### config.mk
export PLATFORM = sky130hd
export DESIGN_NAME = sql_token_lexer
export DESIGN_NICKNAME = d
export VERILOG_FILES = /design/src/hdl/stl_pkg.sv /design/src/hdl/sql_token_lexer.sv /design/src/hdl/stl_keyword_match.sv /design/src/hdl/stl_out_queue.sv
export SDC_FILE = /design/constraint.sdc
export NUM_CORES = 1
export LEC_CHECK = 0
export BUFFER_PORTS_ARGS = -buffer_cell sky130_fd_sc_hd__buf_2
export CORE_MARGIN = 8
export CORE_UTILIZATION = 51
export DETAILED_ROUTE_END_ITERATION = 6
export PLACE_DENSITY_LB_ADDON = 0.3
export SLEW_MARGIN = 20
export SYNTH_ARGS = -nofsm -noshare
export SYNTH_HDL_FRONTEND = slang
export SYNTH_SLANG_ARGS = --single-unit
export TNS_END_PERCENT = 10
### constraint.sdc
create_clock -name clk -period 13.99 [get_ports clk]
set_clock_uncertainty 0.2 [all_clocks]
set_input_delay 0.6995 -clock clk [delete_from_list [all_inputs] [get_ports clk]]
set_output_delay 0.6995 -clock clk [all_outputs]
set_load 0.02 [all_outputs]
### src/hdl/stl_pkg.sv
`timescale 1ns / 1ps
package stl_pkg;

  localparam int KeywordChars = 9;
  localparam int NumKeywords = 50;
  localparam logic [15:0] PosLimit = 16'hFFFF;
  localparam logic [15:0] LenLimit = 16'hFFFF;

  // Token kinds.
  localparam logic [6:0] K_IDENT  = 7'd0;
  localparam logic [6:0] K_INT    = 7'd1;
  localparam logic [6:0] K_FLOAT  = 7'd2;
  localparam logic [6:0] K_STRING = 7'd3;
  localparam logic [6:0] K_BAD    = 7'd4;
  localparam logic [6:0] K_LPAREN = 7'd5;
  localparam logic [6:0] K_RPAREN = 7'd6;
  localparam logic [6:0] K_COMMA  = 7'd7;
  localparam logic [6:0] K_EQ     = 7'd8;
  localparam logic [6:0] K_LT     = 7'd9;
  localparam logic [6:0] K_LE     = 7'd10;
  localparam logic [6:0] K_NE     = 7'd11;
  localparam logic [6:0] K_GT     = 7'd12;
  localparam logic [6:0] K_GE     = 7'd13;
  localparam logic [6:0] K_PLUS   = 7'd14;
  localparam logic [6:0] K_MINUS  = 7'd15;
  localparam logic [6:0] K_STAR   = 7'd16;
  localparam logic [6:0] K_SLASH  = 7'd17;
  localparam logic [6:0] K_SEMI   = 7'd18;
  localparam logic [6:0] K_KEYWORD0 = 7'd19;

  typedef enum logic [8:0] {
    M_IDLE    = 9'b000000001,
    M_LT      = 9'b000000010,
    M_GT      = 9'b000000100,
    M_SLASH   = 9'b000001000,
    M_COMMENT = 9'b000010000,
    M_NUMBER  = 9'b000100000,
    M_STRING  = 9'b001000000,
    M_WORD    = 9'b010000000,
    M_ERROR   = 9'b100000000
  } lex_mode_t;

  typedef logic [KeywordChars-1:0][7:0] word_t;

  // One emitted token.
  typedef struct packed {
    logic [6:0]  kind;
    logic [15:0] start;
    logic [15:0] len;
  } token_t;

  // Keyword text, zero padded, with its length.
  typedef struct packed {
    logic [3:0] len;
    word_t      text;
  } keyword_t;

  function automatic keyword_t kw(input string s);
    keyword_t k;
    k = '0;
    k.len = 4'(s.len());
    for (int i = 0; i < KeywordChars; i++) begin
      if (i < s.len()) k.text[i] = s[i];
    end
    return k;
  endfunction

  function automatic keyword_t keyword_entry(input logic [5:0] idx);
    keyword_t k;
    case (idx)
      6'd0: k = kw("and");       6'd1: k = kw("avg");
      6'd2: k = kw("begin");     6'd3: k = kw("bool");
      6'd4: k = kw("by");        6'd5: k = kw("close");
      6'd6: k = kw("commit");    6'd7: k = kw("count");
      6'd8: k = kw("create");    6'd9: k = kw("connect");
      6'd10: k = kw("drop");     6'd11: k = kw("desc");
      6'd12: k = kw("delete");   6'd13: k = kw("describe");
      6'd14: k = kw("database"); 6'd15: k = kw("databases");
      6'd16: k = kw("distinct"); 6'd17: k = kw("exit");
      6'd18: k = kw("exists");   6'd19: k = kw("float");
      6'd20: k = kw("false");    6'd21: k = kw("from");
      6'd22: k = kw("group");    6'd23: k = kw("having");
      6'd24: k = kw("int");      6'd25: k = kw("into");
      6'd26: k = kw("insert");   6'd27: k = kw("if");
      6'd28: k = kw("is");       6'd29: k = kw("key");
      6'd30: k = kw("limit");    6'd31: k = kw("max");
      6'd32: k = kw("min");      6'd33: k = kw("null");
      6'd34: k = kw("not");      6'd35: k = kw("open");
      6'd36: k = kw("or");       6'd37: k = kw("order");
      6'd38: k = kw("rollback"); 6'd39: k = kw("string");
      6'd40: k = kw("select");   6'd41: k = kw("set");
      6'd42: k = kw("sum");      6'd43: k = kw("show");
      6'd44: k = kw("true");     6'd45: k = kw("table");
      6'd46: k = kw("tables");   6'd47: k = kw("update");
      6'd48: k = kw("values");   6'd49: k = kw("where");
      default: k = '0;
    endcase
    return k;
  endfunction

endpackage

### src/hdl/sql_token_lexer.sv
`timescale 1ns / 1ps
// Streaming SQL token lexer.
// Input channel: in_valid/in_ready carry one text byte per beat, or an
// end_of_text beat that flushes the pending token and restarts offsets at 0.
// Output channel: out_valid/out_ready carry one token per beat with its
// kind, start offset, length and a last_of_run flag marking the final
// token caused by one input beat. A beat causes zero, one or two tokens.
// Each input byte is registered, lexed combinationally, and its tokens
// enter a four-entry output queue that drives the output channel.
// Throughput is one input beat per cycle while in_ready is high; the queue's
// two-token reserve sets in_ready, so that a beat that makes two tokens
// always finds room for both.
// Reset clears the lexer mode, position counters and the queue, not the word buffer.
// When the receiver stalls, the queue fills and in_ready drops; no token
// is lost and the payload holds until taken.
module sql_token_lexer (
  input  logic        clk,
  input  logic        rst,
  input  logic        in_valid,
  output logic        in_ready,
  input  logic [7:0]  text_byte,
  input  logic        end_of_text,
  output logic        out_valid,
  input  logic        out_ready,
  output logic [6:0]  token_kind,
  output logic [15:0] start_offset,
  output logic [15:0] token_length,
  output logic        last_of_run
);
  // Input register.
  logic       s_valid;
  logic [7:0] b;
  logic       s_end;
  logic       room;

  // Accept only when the queue can absorb the registered beat plus this one.
  assign in_ready = room;

  always_ff @(posedge clk) begin
    if (rst) begin
      s_valid <= 1'b0;
    end else begin
      s_valid <= in_valid && in_ready;
    end
  end
  always_ff @(posedge clk) begin
    if (in_valid && in_ready) begin
      b <= text_byte;
      s_end <= end_of_text;
    end
  end

  // Lexer state.
  stl_pkg::lex_mode_t mode, mode_next;
  logic [15:0] pos, pos_next;
  logic [15:0] tstart, tstart_next;
  logic [15:0] tlen, tlen_next;
  logic        dot, dot_next;
  stl_pkg::word_t word, word_next;
  logic [6:0] wkind;

  stl_keyword_match u_match (.word(word), .len(tlen), .kind(wkind));

  logic is_letter, is_digit, is_space;
  logic [15:0] pos_inc, len_inc;
  logic e0, e1;
  stl_pkg::token_t t0, t1;
  logic need_idle;
  stl_pkg::token_t it;
  logic ie;
  stl_pkg::lex_mode_t imode;
  logic [15:0] istart;
  logic [15:0] ilen;
  logic idot;
  logic iword;

  assign is_letter = (b >= "A" && b <= "Z") || (b >= "a" && b <= "z");
  assign is_digit = b >= "0" && b <= "9";
  assign is_space = b == " " || b == 8'h09 || b == 8'h0A;
  assign pos_inc = (pos == stl_pkg::PosLimit) ? pos : pos + 16'd1;
  assign len_inc = (tlen == stl_pkg::LenLimit) ? tlen : tlen + 16'd1;

  // Idle-mode lexing of the current byte.
  always_comb begin
    ie = 1'b0;
    it = '{kind: stl_pkg::K_IDENT, start: pos, len: 16'd1};
    imode = stl_pkg::M_IDLE;
    istart = tstart;
    ilen = tlen;
    idot = dot;
    iword = 1'b0;
    if (!is_space) begin
      case (b)
        "(": begin ie = 1'b1; it.kind = stl_pkg::K_LPAREN; end
        ")": begin ie = 1'b1; it.kind = stl_pkg::K_RPAREN; end
        ",": begin ie = 1'b1; it.kind = stl_pkg::K_COMMA; end
        "=": begin ie = 1'b1; it.kind = stl_pkg::K_EQ; end
        "+": begin ie = 1'b1; it.kind = stl_pkg::K_PLUS; end
        "-": begin ie = 1'b1; it.kind = stl_pkg::K_MINUS; end
        "*": begin ie = 1'b1; it.kind = stl_pkg::K_STAR; end
        ";": begin ie = 1'b1; it.kind = stl_pkg::K_SEMI; end
        "<": begin imode = stl_pkg::M_LT; istart = pos; ilen = 16'd1; end
        ">": begin imode = stl_pkg::M_GT; istart = pos; ilen = 16'd1; end
        "/": begin imode = stl_pkg::M_SLASH; istart = pos; ilen = 16'd1; end
        "\"": begin imode = stl_pkg::M_STRING; istart = pos_inc; ilen = 16'd0; end
        default: begin
          istart = pos;
          ilen = 16'd1;
          if (is_digit || b == ".") begin
            imode = stl_pkg::M_NUMBER;
            idot = (b == ".");
          end else if (is_letter || b == "_") begin
            imode = stl_pkg::M_WORD;
            iword = 1'b1;
          end else begin
            imode = stl_pkg::M_ERROR;
          end
        end
      endcase
    end
  end

  // Mode transition and token selection.
  always_comb begin
    mode_next = mode;
    pos_next = pos;
    tstart_next = tstart;
    tlen_next = tlen;
    dot_next = dot;
    word_next = word;
    e0 = 1'b0;
    e1 = 1'b0;
    t0 = '{kind: stl_pkg::K_IDENT, start: tstart, len: tlen};
    t1 = it;
    need_idle = 1'b0;
    if (s_end) begin
      mode_next = stl_pkg::M_IDLE;
      pos_next = '0;
      tstart_next = '0;
      tlen_next = '0;
      dot_next = 1'b0;
      case (mode)
        stl_pkg::M_LT: begin e0 = 1'b1; t0.kind = stl_pkg::K_LT; t0.len = 16'd1; end
        stl_pkg::M_GT: begin e0 = 1'b1; t0.kind = stl_pkg::K_GT; t0.len = 16'd1; end
        stl_pkg::M_SLASH: begin e0 = 1'b1; t0.kind = stl_pkg::K_SLASH; t0.len = 16'd1; end
        stl_pkg::M_NUMBER: begin
          e0 = 1'b1;
          t0.kind = dot ? stl_pkg::K_FLOAT : stl_pkg::K_INT;
        end
        stl_pkg::M_STRING: begin e0 = 1'b1; t0.kind = stl_pkg::K_STRING; end
        stl_pkg::M_WORD: begin e0 = 1'b1; t0.kind = wkind; end
        stl_pkg::M_ERROR: begin e0 = 1'b1; t0.kind = stl_pkg::K_BAD; end
        default: ;
      endcase
    end else begin
      pos_next = pos_inc;
      case (mode)
        stl_pkg::M_LT: begin
          e0 = 1'b1;
          if (b == "=") begin
            t0.kind = stl_pkg::K_LE; t0.len = 16'd2; mode_next = stl_pkg::M_IDLE;
          end else if (b == ">") begin
            t0.kind = stl_pkg::K_NE; t0.len = 16'd2; mode_next = stl_pkg::M_IDLE;
          end else begin
            t0.kind = stl_pkg::K_LT; t0.len = 16'd1; need_idle = 1'b1;
          end
        end
        stl_pkg::M_GT: begin
          e0 = 1'b1;
          if (b == "=") begin
            t0.kind = stl_pkg::K_GE; t0.len = 16'd2; mode_next = stl_pkg::M_IDLE;
          end else begin
            t0.kind = stl_pkg::K_GT; t0.len = 16'd1; need_idle = 1'b1;
          end
        end
        stl_pkg::M_SLASH: begin
          if (b == "/") begin
            mode_next = stl_pkg::M_COMMENT;
          end else begin
            e0 = 1'b1; t0.kind = stl_pkg::K_SLASH; t0.len = 16'd1; need_idle = 1'b1;
          end
        end
        stl_pkg::M_COMMENT: begin
          if (b == 8'h0A) mode_next = stl_pkg::M_IDLE;
        end
        stl_pkg::M_NUMBER: begin
          if (is_digit || b == "." || b == "e" || b == "-") begin
            tlen_next = len_inc;
            if (b == ".") dot_next = 1'b1;
          end else begin
            e0 = 1'b1;
            t0.kind = dot ? stl_pkg::K_FLOAT : stl_pkg::K_INT;
            need_idle = 1'b1;
          end
        end
        stl_pkg::M_STRING: begin
          if (b == "\"") begin
            e0 = 1'b1; t0.kind = stl_pkg::K_STRING; mode_next = stl_pkg::M_IDLE;
          end else begin
            tlen_next = len_inc;
          end
        end
        stl_pkg::M_WORD: begin
          if (is_letter || is_digit || b == "_") begin
            if (tlen < 16'(stl_pkg::KeywordChars)) word_next[tlen[3:0]] = b;
            tlen_next = len_inc;
          end else begin
            e0 = 1'b1; t0.kind = wkind; need_idle = 1'b1;
          end
        end
        stl_pkg::M_ERROR: begin
          if (is_space || b == ";") begin
            e0 = 1'b1; t0.kind = stl_pkg::K_BAD; need_idle = 1'b1;
          end else begin
            tlen_next = len_inc;
          end
        end
        default: need_idle = 1'b1;
      endcase
      if (need_idle) begin
        mode_next = imode;
        tstart_next = istart;
        tlen_next = ilen;
        dot_next = idot;
        if (iword) word_next[0] = b;
        e1 = ie;
      end
    end
  end

  always_ff @(posedge clk) begin
    if (rst) begin
      mode <= stl_pkg::M_IDLE;
      pos <= '0;
      tstart <= '0;
      tlen <= '0;
      dot <= 1'b0;
    end else if (s_valid) begin
      mode <= mode_next;
      pos <= pos_next;
      tstart <= tstart_next;
      tlen <= tlen_next;
      dot <= dot_next;
    end
  end
  always_ff @(posedge clk) begin
    if (s_valid) word <= word_next;
  end

  // Pack emitted tokens into the queue, first token first.
  logic p0, p1, l0;
  stl_pkg::token_t q0;
  stl_pkg::token_t qo;
  assign p0 = s_valid && (e0 || e1);
  assign p1 = s_valid && e0 && e1;
  assign q0 = e0 ? t0 : t1;
  assign l0 = !(e0 && e1);

  stl_out_queue u_queue (
    .clk(clk), .rst(rst),
    .push0(p0), .tok0(q0), .last0(l0),
    .push1(p1), .tok1(t1),
    .room(room),
    .out_valid(out_valid), .out_ready(out_ready),
    .out_tok(qo), .out_last(last_of_run)
  );
  assign token_kind = qo.kind;
  assign start_offset = qo.start;
  assign token_length = qo.len;
endmodule

### src/hdl/stl_keyword_match.sv
`timescale 1ns / 1ps
// Parallel compare of the current word against every keyword.
module stl_keyword_match (
  input  stl_pkg::word_t word,
  input  logic [15:0]    len,
  output logic [6:0]     kind
);
  stl_pkg::keyword_t k;
  logic hit;
  always_comb begin
    kind = stl_pkg::K_IDENT;
    k = '0;
    hit = 1'b0;
    for (int i = stl_pkg::NumKeywords - 1; i >= 0; i--) begin
      k = stl_pkg::keyword_entry(6'(i));
      hit = (len == 16'(k.len));
      for (int j = 0; j < stl_pkg::KeywordChars; j++) begin
        if (j < k.len && word[j] != k.text[j]) hit = 1'b0;
      end
      if (hit) kind = 7'(stl_pkg::K_KEYWORD0 + 7'(i));
    end
  end
endmodule

### src/hdl/stl_out_queue.sv
`timescale 1ns / 1ps
// Four-entry token queue between the lexer and the output channel.
module stl_out_queue (
  input  logic           clk,
  input  logic           rst,
  input  logic           push0,
  input  stl_pkg::token_t tok0,
  input  logic           last0,
  input  logic           push1,
  input  stl_pkg::token_t tok1,
  output logic           room,
  output logic           out_valid,
  input  logic           out_ready,
  output stl_pkg::token_t out_tok,
  output logic           out_last
);
  typedef struct packed {
    stl_pkg::token_t tok;
    logic            last;
  } entry_t;

  entry_t mem [4];
  logic [1:0] rd_ptr;
  logic [1:0] wr_ptr;
  logic [2:0] count;
  logic pop;
  logic [1:0] n_push;
  logic [2:0] fill_next;

  assign pop = out_valid && out_ready;
  assign out_valid = (count != 3'd0);
  assign out_tok = mem[rd_ptr].tok;
  assign out_last = mem[rd_ptr].last;
  assign n_push = {1'b0, push0} + {1'b0, push1};
  // A beat taken now pushes up to two tokens next cycle, after this
  // cycle's pushes have landed, so two slots must stay free beyond them.
  assign fill_next = count + {1'b0, n_push};
  assign room = (fill_next <= 3'd2);

  // Storage writes.
  always_ff @(posedge clk) begin
    if (push0) mem[wr_ptr] <= '{tok: tok0, last: last0};
    if (push1) mem[wr_ptr + 2'd1] <= '{tok: tok1, last: 1'b1};
  end

  // Pointers and fill count.
  always_ff @(posedge clk) begin
    if (rst) begin
      rd_ptr <= '0;
      wr_ptr <= '0;
      count <= '0;
    end else begin
      wr_ptr <= wr_ptr + n_push;
      if (pop) rd_ptr <= rd_ptr + 2'd1;
      count <= count + 3'(n_push) - 3'(pop);
    end
  end
endmodule
==> results of run 1 <==
-- cells in the mapped netlist (33+ instances only) --
| cell type | instances |
|---|---|
| nor4_1 | 43 |
| o22ai_1 | 33 |
| mux4_2 | 40 |
| clkbuf_1 | 75 |
| nor3_1 | 74 |
| nand3_1 | 91 |
| dfxtp_1 | 144 |
| o21ai_0 | 56 |
| nor2_1 | 186 |
| edfxtp_1 | 165 |
| nand4_1 | 70 |
| mux2i_1 | 37 |
| nand2_1 | 252 |
| a21oi_1 | 96 |
| and2_1 | 34 |
-- power groups by stage --
stage               clock network (mW)  registers, mW  logic, mW
floorplan                            0           1.00      0.150
global placement                     0           1.02      0.192
detailed placement                   0           1.02      0.193
CTS                              0.907          0.998      0.195
global route                     0.941           1.00      0.208
finish                           0.896          0.999      0.193
-- routing by layer --
layer  track usage  wire length, um
met1         0.415            26100
met2         0.461            27900
met3        0.0608             6200
met4         0.123             2670
met5             0               13
-- path summary, 6_finish.rpt --
path,end,slack (ns),cells past startpoint
min reg2reg,u_queue.mem[3][12],0.25,2
max reg2reg,b[2],8.11,13
min,s_end,0.15,1
max,in_ready,7.46,13
-- layout by cell type, fill, tap and decap left out, types with 54 or more instances in the layout --
cell and n:
nand2_1 251, nor2_1 185, edfxtp_1 165, dfxtp_1 141
a21oi_1 96, nand3_1 91, nor3_1 74, nand4_1 70
o21ai_0 56, buf_2 54
-- flip-flops by register name (all words and copies together), names as in the netlist, named ones only --
signal,cells
s_valid,1
dot,1
pos,16
u_queue.rd_ptr,2
word,72
u_queue.mem,160
u_queue.wr_ptr,2
b,8
mode,9
s_end,1
u_queue.count,3
tstart,16
tlen,16
-- cell families after synthesis --
| kind of cell | share of synthesized area |
|---|---|
| compound gates | 0.119 |
| buf+inv | 0.0339 |
| mux | 0.0776 |
| simple gates | 0.295 |
| fa+ha+maj | 0.00899 |
| flops | 0.447 |
| xor+xnor | 0.0184 |
-- metrics by stage --
| step | worst slack [ns] | hold slack [ns] | utilization |
|---|---|---|---|
| 2_1_floorplan | 9.17 | 0.229 | - |
| 3_3_place_gp | 8.17 | 0.235 | 0.530 |
| 3_5_place_dp | 8.05 | 0.240 | 0.530 |
| 4_1_cts | 7.43 | 0.124 | 0.562 |
| 5_1_grt | 7.14 | 0.132 | 0.563 |
| 6_report | 7.46 | 0.148 | 0.563 |
-- cell type report --
cell class	count	area [um^2]	share of cell area
timing repair buffer	82	480	0.0250
inverter	30	113	0.00585
clock buffer	43	916	0.0476
multi-input combinational	1416	9140	0.475
tap	455	569	0.0296
antenna	1	2.50	0.000130
clock inverter	17	185	0.00962
sequential	309	7840	0.407
-- worst max-delay path, stage by stage (launching register included) --
cell and delay, ns:
edfxtp_1 0.85, or4b_1 0.52, nor3_1 0.30, o21bai_1 0.19, and3_1 0.30, a31oi_4 0.71, nand2_1 0.33, inv_1 0.24
ha_1 0.34, ha_1 0.25, fa_1 0.41, xor2_1 0.20, a21oi_1 0.22, buf_2 0.21
==> summary.txt, run 1 <==
Finish
  – Net count, final: 1898
  – Ratio of cells with drive above 1 in the final layout: 0.126
  – Area overhead of the layout relative to synthesis: 9.72%
  – Final cell count without fillers: 2353
  – Number of inserted filler cells in the final layout: 3033
  – Post-route design area: 0.0192 mm^2

Logic synthesis
  – Post-synthesis cell count: 1867
  – Share of flip-flops with an asynchronous set or reset: 0
  – Post-synthesis average cell area: 9.39 um^2
  – Leading cell types by total area after synthesis: edfxtp_1, dfxtp_1, nand2_1
  – Number of enable flip-flop cells after synthesis: 165
  – Post-synth top area share: 0.283
  – Mapped Nets: 1892
  – Sequential share of the synthesized area: 0.447
  – Predominant post-synthesis flop cell: edfxtp_1
  – Yosys warning total: 0
  – Library cell with the largest summed area after synthesis: edfxtp_1
  – Post-synthesis instance area: 0.0175 mm^2
  – Number of distinct library cell variants in the gate-level netlist after synthesis: 98
  – FF+latch count, synth: 309

Power
  – Register share of total power: 0.478
  – Power per cell area: 108 mW/mm^2
  – Switching share of power: 0.249
  – Total leakage power: 6.07 nW
  – Power spent charging and discharging nets: 0.519 mW
  – Cell-internal power: 1.57 mW
  – Comb pwr share: 0.093
  – Maximum ir drop on the vdd rail: 0.133 mV
  – Share of total power in the clock network: 0.429
  – Total power: 2.09 mW

Worst setup path
  – Path type of the worst setup path: flop to output port
  – Crit. End Element: output port
  – Required time at the worst-slack endpoint: 13.09 ns
  – WP data arrival: 5.63 ns
  – Timing startpoint of the critical path: b[3]
  – Kind of start point of the critical path: flop
  – Reg-to-reg critical path startpoint: b[3]
  – Crit-path max FO: 23

Global route
  – Largest net degree at the start of global routing: 54
  – GR Overflow Total: 0
  – Via count of the first global-routing pass: 15200
  – Antenna violations before repair: 2
  – Overall Global Routing Usage: 0.302
  – Global-route wire length before repair: 95.5 mm

Run
  – Max Cap Viol: 0

Place
  – Post-placement cell count: 2292
  – Detailed Place HPWL: 45.3 mm
  – Gpl congestion: 1.03
  – Area of placed instances: 0.0181 mm^2
  – Quantity of I/O buffers inserted on ports: 54

Clocking
  – Post-cts repair resize count: 0
  – Number of clock sinks: 309
  – Hold_buf cts: 0
  – Post-CTS setup buffer count: 0
  – Maximum level of the CTS H-tree: 2
  – CTS buffer count: 34
  – Max clock buf depth: 3
  – CTS tree: yes
  – Clock root buffer: clkbuf_16
  – Clock latency on the worst-skew pair: 0.54 ns
  – Clock transition at the register clock pins on the worst setup and hold paths after CTS: 0.06 ns

Floorplan
  – Row count: 68
  – Core Area: 0.0342 mm^2
  – Area of the die: 0.0406 mm^2
  – Vertical die dimension: 201 um
  – Die Width: 201 um
  – I/O pin total: 55
  – Starting Density: 0.513

Timing
  – Count of final hold-check violations: 0
  – Final total negative setup slack: 0 ns
  – Setup-failing EPs final: 0
  – Transition time at the pin with the least slew margin: 1.17 ns
  – Final Cycle Share: 0.466
  – Fmax: 153 MHz
  – Slew Viols, Final: 0
  – Fin crit period: 6.53 ns
  – Unrepaired setup endpoints after global routing: no
  – Max transition margin: 0.216

Detailed routing
  – DRC violations left: 0
  – Number of violations reported at the end of detailed-routing iteration 0: 2167
  – Total length of routed wires: 62.9 mm
  – Average vias per placed instance: 6.81
  – Post-detailed-route wirelength per cell: 26.7 um
  – Antenna Violating Nets Remaining: 0
  – Number of iterations in the first detailed-routing pass: 6
  – Total via count in the routed design: 16000

Min path
  – Start point of the worst hold path: end_of_text
  – Worst Hold Class: primary input to flop

Run status
  – Outcome: finished, final reports clean
Note: power is estimated with default switching activity, not from simulation.
==> run 2: changes to the inputs <==
- ABC_AREA: default -> 1
- clock period: 13.99 -> 5.3 ns (I/O delays scaled with it)
==> run 2 against run 1 <==
  * Worst setup slack got worse by 7.1 ns
  * Sequential power rose to 2.8 times the previous value
  * Combinational power rose to 8.7 times the previous value
  * Cell count up 18%
  * First-iteration DRC count down 6.0%
  * Flip-flop and latch count unchanged
  * Clock power rose to 2.9 times the previous value
  * Wire length shrank 8.9%
  * Synthesized cell count increased by 21%
==> summary.txt, run 2 <==
Detailed routing
  – Average vias per placed instance: 5.92
  – Post-detailed-route wirelength per cell: 20.5 um
  – Total via count in the routed design: 16500
  – DR top layer: met4
  – Antenna Violating Nets Remaining: 0
  – Wire length on met1: 25.5 mm
  – Number of iterations in the first detailed-routing pass: 6
  – DRC violations left: 0
  – Wire length on met2: 23.5 mm
  – Number of violations reported at the end of detailed-routing iteration 0: 2038
  – Routed length on met3: 6.49 mm
  – Total length of routed wires: 57.2 mm

Logic synthesis
  – Share of flip-flops with an asynchronous set or reset: 0
  – Most numerous cell types in the synthesized netlist: nand2_1, nor2_1, inv_1
  – Library cell with the largest summed area after synthesis: edfxtp_1
  – Most common cell in the netlist: nand2_1
  – Post-synthesis cell count: 2254
  – Post-synthesis average cell area: 7.51 um^2
  – Sequential share of the synthesized area: 0.463
  – Number of enable flip-flop cells after synthesis: 165
  – Yosys warning total: 0
  – Post-synth top area share: 0.293
  – FF+latch count, synth: 309
  – Number of distinct library cell variants in the gate-level netlist after synthesis: 59
  – Post-synthesis instance area: 0.0169 mm^2
  – Mapped Nets: 2279
  – Predominant post-synthesis flop cell: edfxtp_1
  – Leading cell types by total area after synthesis: edfxtp_1, dfxtp_1, nand2_1

Worst setup path
  – WP data arrival: 4.47 ns
  – Sequence of cells on the critical path: nor2_2 > and3_1 > inv_2 > a211oi_4 > nor2_1 > nand3_1 > inv_1 > nand2_1 > nand3_1 > nor2_1 > nand4_1 > nand2_2 > nand2_1 > nand2_2 > inv_2 > ha_1 > ha_1 > fa_1 > xor2_2 > nor2_1 > buf_2
  – Crit-path max FO: 10
  – Worst-case register-to-register setup slack: 0.78 ns
  – Most repeated library cell on the critical path: nor2_1
  – Required time at the worst-slack endpoint: 4.84 ns
  – Worst reg-to-reg path cell count: 21
  – Crit. End Element: output port
  – Path type of the worst setup path: flop to output port
  – R2R Path End: b[6]
  – Worst stage delay on the critical path: 0.48 ns
  – Slowest cell on the critical path: edfxtp_1
  – Reg-to-reg critical path startpoint: b[7]
  – Kind of start point of the critical path: flop

Floorplan
  – I/O pin total: 55
  – Row count: 66
  – Vertical die dimension: 198 um
  – Starting Density: 0.519
  – Die Width: 198 um
  – Area of the die: 0.0393 mm^2
  – Core Area: 0.0326 mm^2

Timing
  – Slew Viols, Final: 0
  – Fmax: 203 MHz
  – Final Cycle Share: 0.931
  – Count of final hold-check violations: 0
  – Setup-failing EPs final: 0
  – Unrepaired setup endpoints after global routing: no
  – Final total negative setup slack: 0 ns
  – Fin crit period: 4.93 ns
  – Max transition margin: 0.345
  – Transition time at the pin with the least slew margin: 0.978 ns

Power
  – Register share of total power: 0.399
  – Power spent charging and discharging nets: 2.30 mW
  – Total leakage power: 7.52 nW
  – Comb pwr share: 0.237
  – Cell-internal power: 4.76 mW
  – Share of total power in the clock network: 0.365
  – Switching share of power: 0.325
  – Power per cell area: 369 mW/mm^2
  – Maximum ir drop on the vdd rail: 0.348 mV

Finish
  – Largest Register: u_queue.mem
  – Commonest cells after routing, fill and taps aside: nand2_1, nor2_1, inv_1
  – Area overhead of the layout relative to synthesis: 12.9%
  – Final cell count without fillers: 2787
  – Net count, final: 2344
  – Number of inserted filler cells in the final layout: 2973
  – Flip-flop count of the largest register after layout: 160
  – N_diodes: 0
  – Ratio of cells with drive above 1 in the final layout: 0.0985
  – Most common library cell in the layout ignoring fill and taps: nand2_1
  – Post-route design area: 0.0191 mm^2
  – Registers with the highest flip-flop counts: u_queue.mem x160, word x72

Min path
  – Hold Crit Endpoint: u_queue.count[0]
  – Start point of the worst hold path: rst
  – Worst Hold Class: primary input to flop
  – Hold Path Cell Cnt: 2

Clocking
  – Number of clock sinks: 309
  – Clock latency on the worst-skew pair: 0.54 ns
  – Max clock buf depth: 3
  – CTS tree: yes
  – Clock transition at the register clock pins on the worst setup and hold paths after CTS: 0.06 ns
  – Clock root buffer: clkbuf_16
  – Maximum level of the CTS H-tree: 2
  – CTS buffer count: 35

Global route
  – Global-route wire length before repair: 87.3 mm
  – Largest net degree at the start of global routing: 58
  – GR Overflow Total: 0
  – Via count of the first global-routing pass: 15200
  – Antenna violations before repair: 0
  – Overall Global Routing Usage: 0.286

Place
  – Post-placement cell count: 2698
  – Area of placed instances: 0.0176 mm^2
  – Gpl congestion: 1.02
  – Quantity of I/O buffers inserted on ports: 54
  – Detailed Place HPWL: 41.4 mm

Run
  – Max Cap Viol: 0

Run status
  – Outcome: finished, final reports clean
run 2: metrics by stage:
stage / power [mW] / util / hold WS [ns] / setup slack [ns]
after floorplan: 3.93 / - / 0.164 / 0.804
after global placement: 4.44 / 0.541 / 0.233 / 0.789
after detailed placement: 4.47 / 0.541 / 0.240 / 0.700
after CTS: 7.04 / 0.582 / 0.0662 / 0.195
after global routing: 7.33 / 0.586 / 0.113 / 0.00310
final: 7.06 / 0.586 / 0.0821 / 0.366
run 2: worst max-delay path by stage:
stage / startpoint / end / cells past startpoint
detailed placement: b[3] / b[7] / 22
global placement: b[6] / b[6] / 22
finish: b[7] / in_ready / 21
CTS: b[6] / in_ready / 21
floorplan: b[7] / b[0] / 21
global route: b[7] / in_ready / 21
run 2: kinds of logic (layout without fill, tap and decap cells):
group	Yosys count	in the layout	synth area share
adder cells (fa/ha/maj)	12	12	0.00931
buffers and inverters	389	480	0.0895
flip-flops	309	309	0.463
AND/OR/NAND/NOR	1050	1050	0.277
XOR/XNOR	10	10	0.00517
AO/OA/AOI/OAI	484	484	0.156
run 2: power groups by stage:
stage               Sequential [mW]  Clock (mW)  Combinational, mW
global route                   2.83        2.68               1.82
finish                         2.81        2.58               1.67
detailed placement             2.88           0               1.59
CTS                            2.83        2.60               1.61
floorplan                      2.83           0               1.10
global placement               2.87           0               1.57
run 2: what timing repair did:
action / CTS / global route
endpoints found under the hold margin: 15 / 0
endpoints found under the setup margin: 0 / 1
gates resized for setup: 0 / 3
setup buffers: 0 / 15
hold buffers: 11 / 0
run 2: final cells by class:
cell class | instances | area [um^2] | area share
Clock inverter | 16 | 250 | 0.0131
Sequential cell | 309 | 7840 | 0.410
Multi-Input combinational cell | 1556 | 7610 | 0.398
Inverter | 301 | 1130 | 0.0591
Clock buffer | 47 | 982 | 0.0514
Tap cell | 442 | 553 | 0.0289
Timing Repair Buffer | 116 | 763 | 0.0399
run 2: per-layer routing:
layer | track usage | up-vias
li1 | - | 7761
met1 | 0.424 | 7708
met2 | 0.413 | 901
met3 | 0.0552 | 123
met4 | 0.0921 | 0
met5 | 0 | -
run 2: worst max-delay path: cells and delay by family, from the launching register on:
kind	cells	cell delay [ns]
XOR/XNOR	1	0.27
adder cells (fa/ha/maj)	3	0.99
buffers and inverters	4	0.43
AND/OR/NAND/NOR	12	1.47
AO/OA/AOI/OAI	1	0.28
flip-flops	1	0.48
==> run 3: changes to the inputs <==
- CORE_MARGIN: 8 -> default
- SYNTH_HIERARCHICAL: default -> 1
==> run 3 against run 2 <==
  * Via count shrank 4.2%
  * Highest routed layer is now met5
  * Critical endpoint unchanged
  * Register-to-register slack lost 0.11 ns
  * Wire length shrank 5.4%
==> summary.txt, run 3 <==
Worst setup path
  – Worst-case register-to-register setup slack: 0.67 ns
  – Crit. End Element: output port
  – Most repeated library cell on the critical path: nand2_1
  – WP data arrival: 4.49 ns
  – Crit-path max FO: 8
  – Kind of start point of the critical path: flop
  – Sequence of cells on the critical path: inv_2 > nand2_2 > nor2_1 > nand2_1 > nand3_2 > o21bai_4 > nand3_4 > nor2_1 > nand2_1 > nand2_1 > inv_1 > nand3_2 > nor2_4 > ha_1 > ha_1 > inv_1 > fa_1 > inv_1 > nand2_1 > and2_1 > nor2_1 > buf_4 > buf_2
  – Slowest cell on the critical path: edfxtp_1
  – Kind of cell adding the most delay to the critical path: simple AND/OR/NAND/NOR gates
  – Worst stage delay on the critical path: 0.56 ns
  – WP buf/inv: 6
  – Path type of the worst setup path: flop to output port
  – Required time at the worst-slack endpoint: 4.84 ns

Detailed routing
  – Average vias per placed instance: 5.93
  – Routed length on met3: 4.34 mm
  – Wire length on met2: 25.6 mm
  – Antenna Violating Nets Remaining: 0
  – DR top layer: met5
  – Total via count in the routed design: 15800
  – Number of violations reported at the end of detailed-routing iteration 0: 1730
  – Number of iterations in the first detailed-routing pass: 6
  – Total length of routed wires: 54.2 mm
  – Post-detailed-route wirelength per cell: 20.3 um
  – Wire length on met1: 21.8 mm
  – DRC violations left: 0

Global route
  – GR Overflow Total: 0
  – Largest net degree at the start of global routing: 81
  – Via count of the first global-routing pass: 14600
  – Overall Global Routing Usage: 0.306
  – Global-route wire length before repair: 83.4 mm
  – Antenna violations before repair: 1

Floorplan
  – Die Width: 186 um
  – Area of the die: 0.0348 mm^2
  – Row count: 67
  – Starting Density: 0.518
  – Vertical die dimension: 186 um
  – Core Area: 0.0335 mm^2
  – I/O pin total: 55

Timing
  – Transition time at the pin with the least slew margin: 0.966 ns
  – Setup-failing EPs final: 0
  – Fmax: 202 MHz
  – Max transition margin: 0.353
  – Fin crit period: 4.96 ns
  – Unrepaired setup endpoints after global routing: no
  – Count of final hold-check violations: 0
  – Slew Viols, Final: 0
  – Final Cycle Share: 0.936
  – Final Hold Slack: 0.0828 ns
  – Final total negative setup slack: 0 ns

Power
  – Register share of total power: 0.444
  – Share of total power in the clock network: 0.350
  – Total leakage power: 6.71 nW
  – Comb pwr share: 0.206
  – Switching share of power: 0.308
  – Maximum ir drop on the vdd rail: 0.342 mV
  – Cell-internal power: 4.34 mW
  – Power spent charging and discharging nets: 1.93 mW
  – Power per cell area: 325 mW/mm^2

Finish
  – Post-route design area: 0.0193 mm^2
  – Most common library cell in the layout ignoring fill and taps: nor2_1
  – N_diodes: 0
  – Area overhead of the layout relative to synthesis: 11.3%
  – Number of inserted filler cells in the final layout: 2991
  – Largest Register: u_queue/mem
  – Ratio of cells with drive above 1 in the final layout: 0.106
  – Registers with the highest flip-flop counts: u_queue/mem x160, word x72
  – Flip-flop count of the largest register after layout: 160
  – Fraction of the core area covered by cells at the end of the flow: 0.576
  – Net count, final: 2217
  – Commonest cells after routing, fill and taps aside: nor2_1, inv_1, nand2_1

Clocking
  – Clock transition at the register clock pins on the worst setup and hold paths after CTS: 0.07 ns
  – Maximum level of the CTS H-tree: 1
  – Max clock buf depth: 3
  – Clock root buffer: clkbuf_16
  – CTS buffer count: 31
  – Clock latency on the worst-skew pair: 0.59 ns
  – CTS tree: yes
  – Number of clock sinks: 309

Min path
  – Worst Hold Class: primary input to flop

Place
  – Quantity of I/O buffers inserted on ports: 54
  – Gpl congestion: 1.02
  – Detailed Place HPWL: 38.3 mm
  – Area of placed instances: 0.0181 mm^2

Run
  – Max Cap Viol: 0

Logic synthesis
  – Synth Area in Simple Gates: 0.247
  – FF+latch count, synth: 309
  – Adder-cell share of the synthesized area: 0.00908
  – Leading cell types by total area after synthesis: edfxtp_1, dfxtp_1, o22ai_1
  – Post-synthesis average cell area: 8.17 um^2
  – Most numerous cell types in the synthesized netlist: nor2_1, nand2_1, inv_1
  – Fraction of the mapped netlist area in compound gates: 0.149
  – Xor/xnor cell area share of the yosys netlist: 0.00959
  – Post-synthesis instance area: 0.0174 mm^2
  – Post-synth top area share: 0.410
  – Post-synthesis cell count: 2125
  – Yosys warning total: 6
  – Most common cell in the netlist: nor2_1
  – Multiplexer share of the synthesized area: 0
  – Largest family of logic cells by synthesized area: simple AND/OR/NAND/NOR gates
  – Predominant post-synthesis flop cell: edfxtp_1
  – Library cell with the largest summed area after synthesis: edfxtp_1
  – Number of enable flip-flop cells after synthesis: 237
  – Sequential share of the synthesized area: 0.493
  – Share of flip-flops with an asynchronous set or reset: 0
  – Number of distinct library cell variants in the gate-level netlist after synthesis: 59

Run status
  – Outcome: finished, final reports clean
run 3: power groups by stage:
stage,logic (mW),registers (mW),clock network [mW]
3_3_place_gp,1.23,2.84,0
3_5_place_dp,1.25,2.84,0
4_1_cts,1.26,2.79,2.23
6_report,1.29,2.79,2.20
2_1_floorplan,0.875,2.81,0
5_1_grt,1.42,2.80,2.33
run 3: timing repair:
item                       in CTS  in global routing
setup buffers                   0                  9
gates resized for setup         1                  9
hold endpoints to repair       14                  0
hold buffers                   11                  0
setup endpoints to repair       1                 10
run 3: logic make-up (layout without fill, tap and decap cells):
family                     after synthesis  after routing
adders and majority gates               12             12
and+or+nand+nor                        930            930
DFF                                    309            309
buffers and inverters                  406            481
xor gates and xnor gates                19             19
AOI/OAI and AO/OA                      447            447
other                                    2             18
run 3: layout make-up:
class                           instances  area (um^2)  share of cell area
Sequential cell                       309         8560               0.443
Multi-Input combinational cell       1426         7290               0.377
Inverter                              320         1200              0.0622
Clock buffer                           45          870              0.0450
Timing Repair Buffer                  104          686              0.0355
Tap cell                              448          561              0.0290
Clock inverter                         12          149             0.00771
run 3: routing by layer:
layer / up-vias / GRT usage
li1: 7468 / -
met1: 7366 / 0.406
met2: 839 / 0.506
met3: 124 / 0.0333
met4: 2 / 0.137
met5: - / 0
run 3: final timing paths:
| kind | from | endpoint | cells past startpoint |
|---|---|---|---|
| min reg2reg | tstart[15] | tstart[15] | 2 |
| max reg2reg | b[2] | b[0] | 23 |
| max | b[2] | in_ready | 23 |
| min | rst | u_queue/count[0] | 2 |
run 3: through the flow:
step / total power, mW / setup WS, ns / instances
4_1_cts: 6.28 / 0.0607 / 2655
3_5_place_dp: 4.09 / 0.308 / 2587
2_1_floorplan: 3.69 / 1.00 / 2141
3_3_place_gp: 4.07 / 0.414 / 2587
6_report: 6.27 / 0.340 / 2664
5_1_grt: 6.54 / 0.0188 / 2664
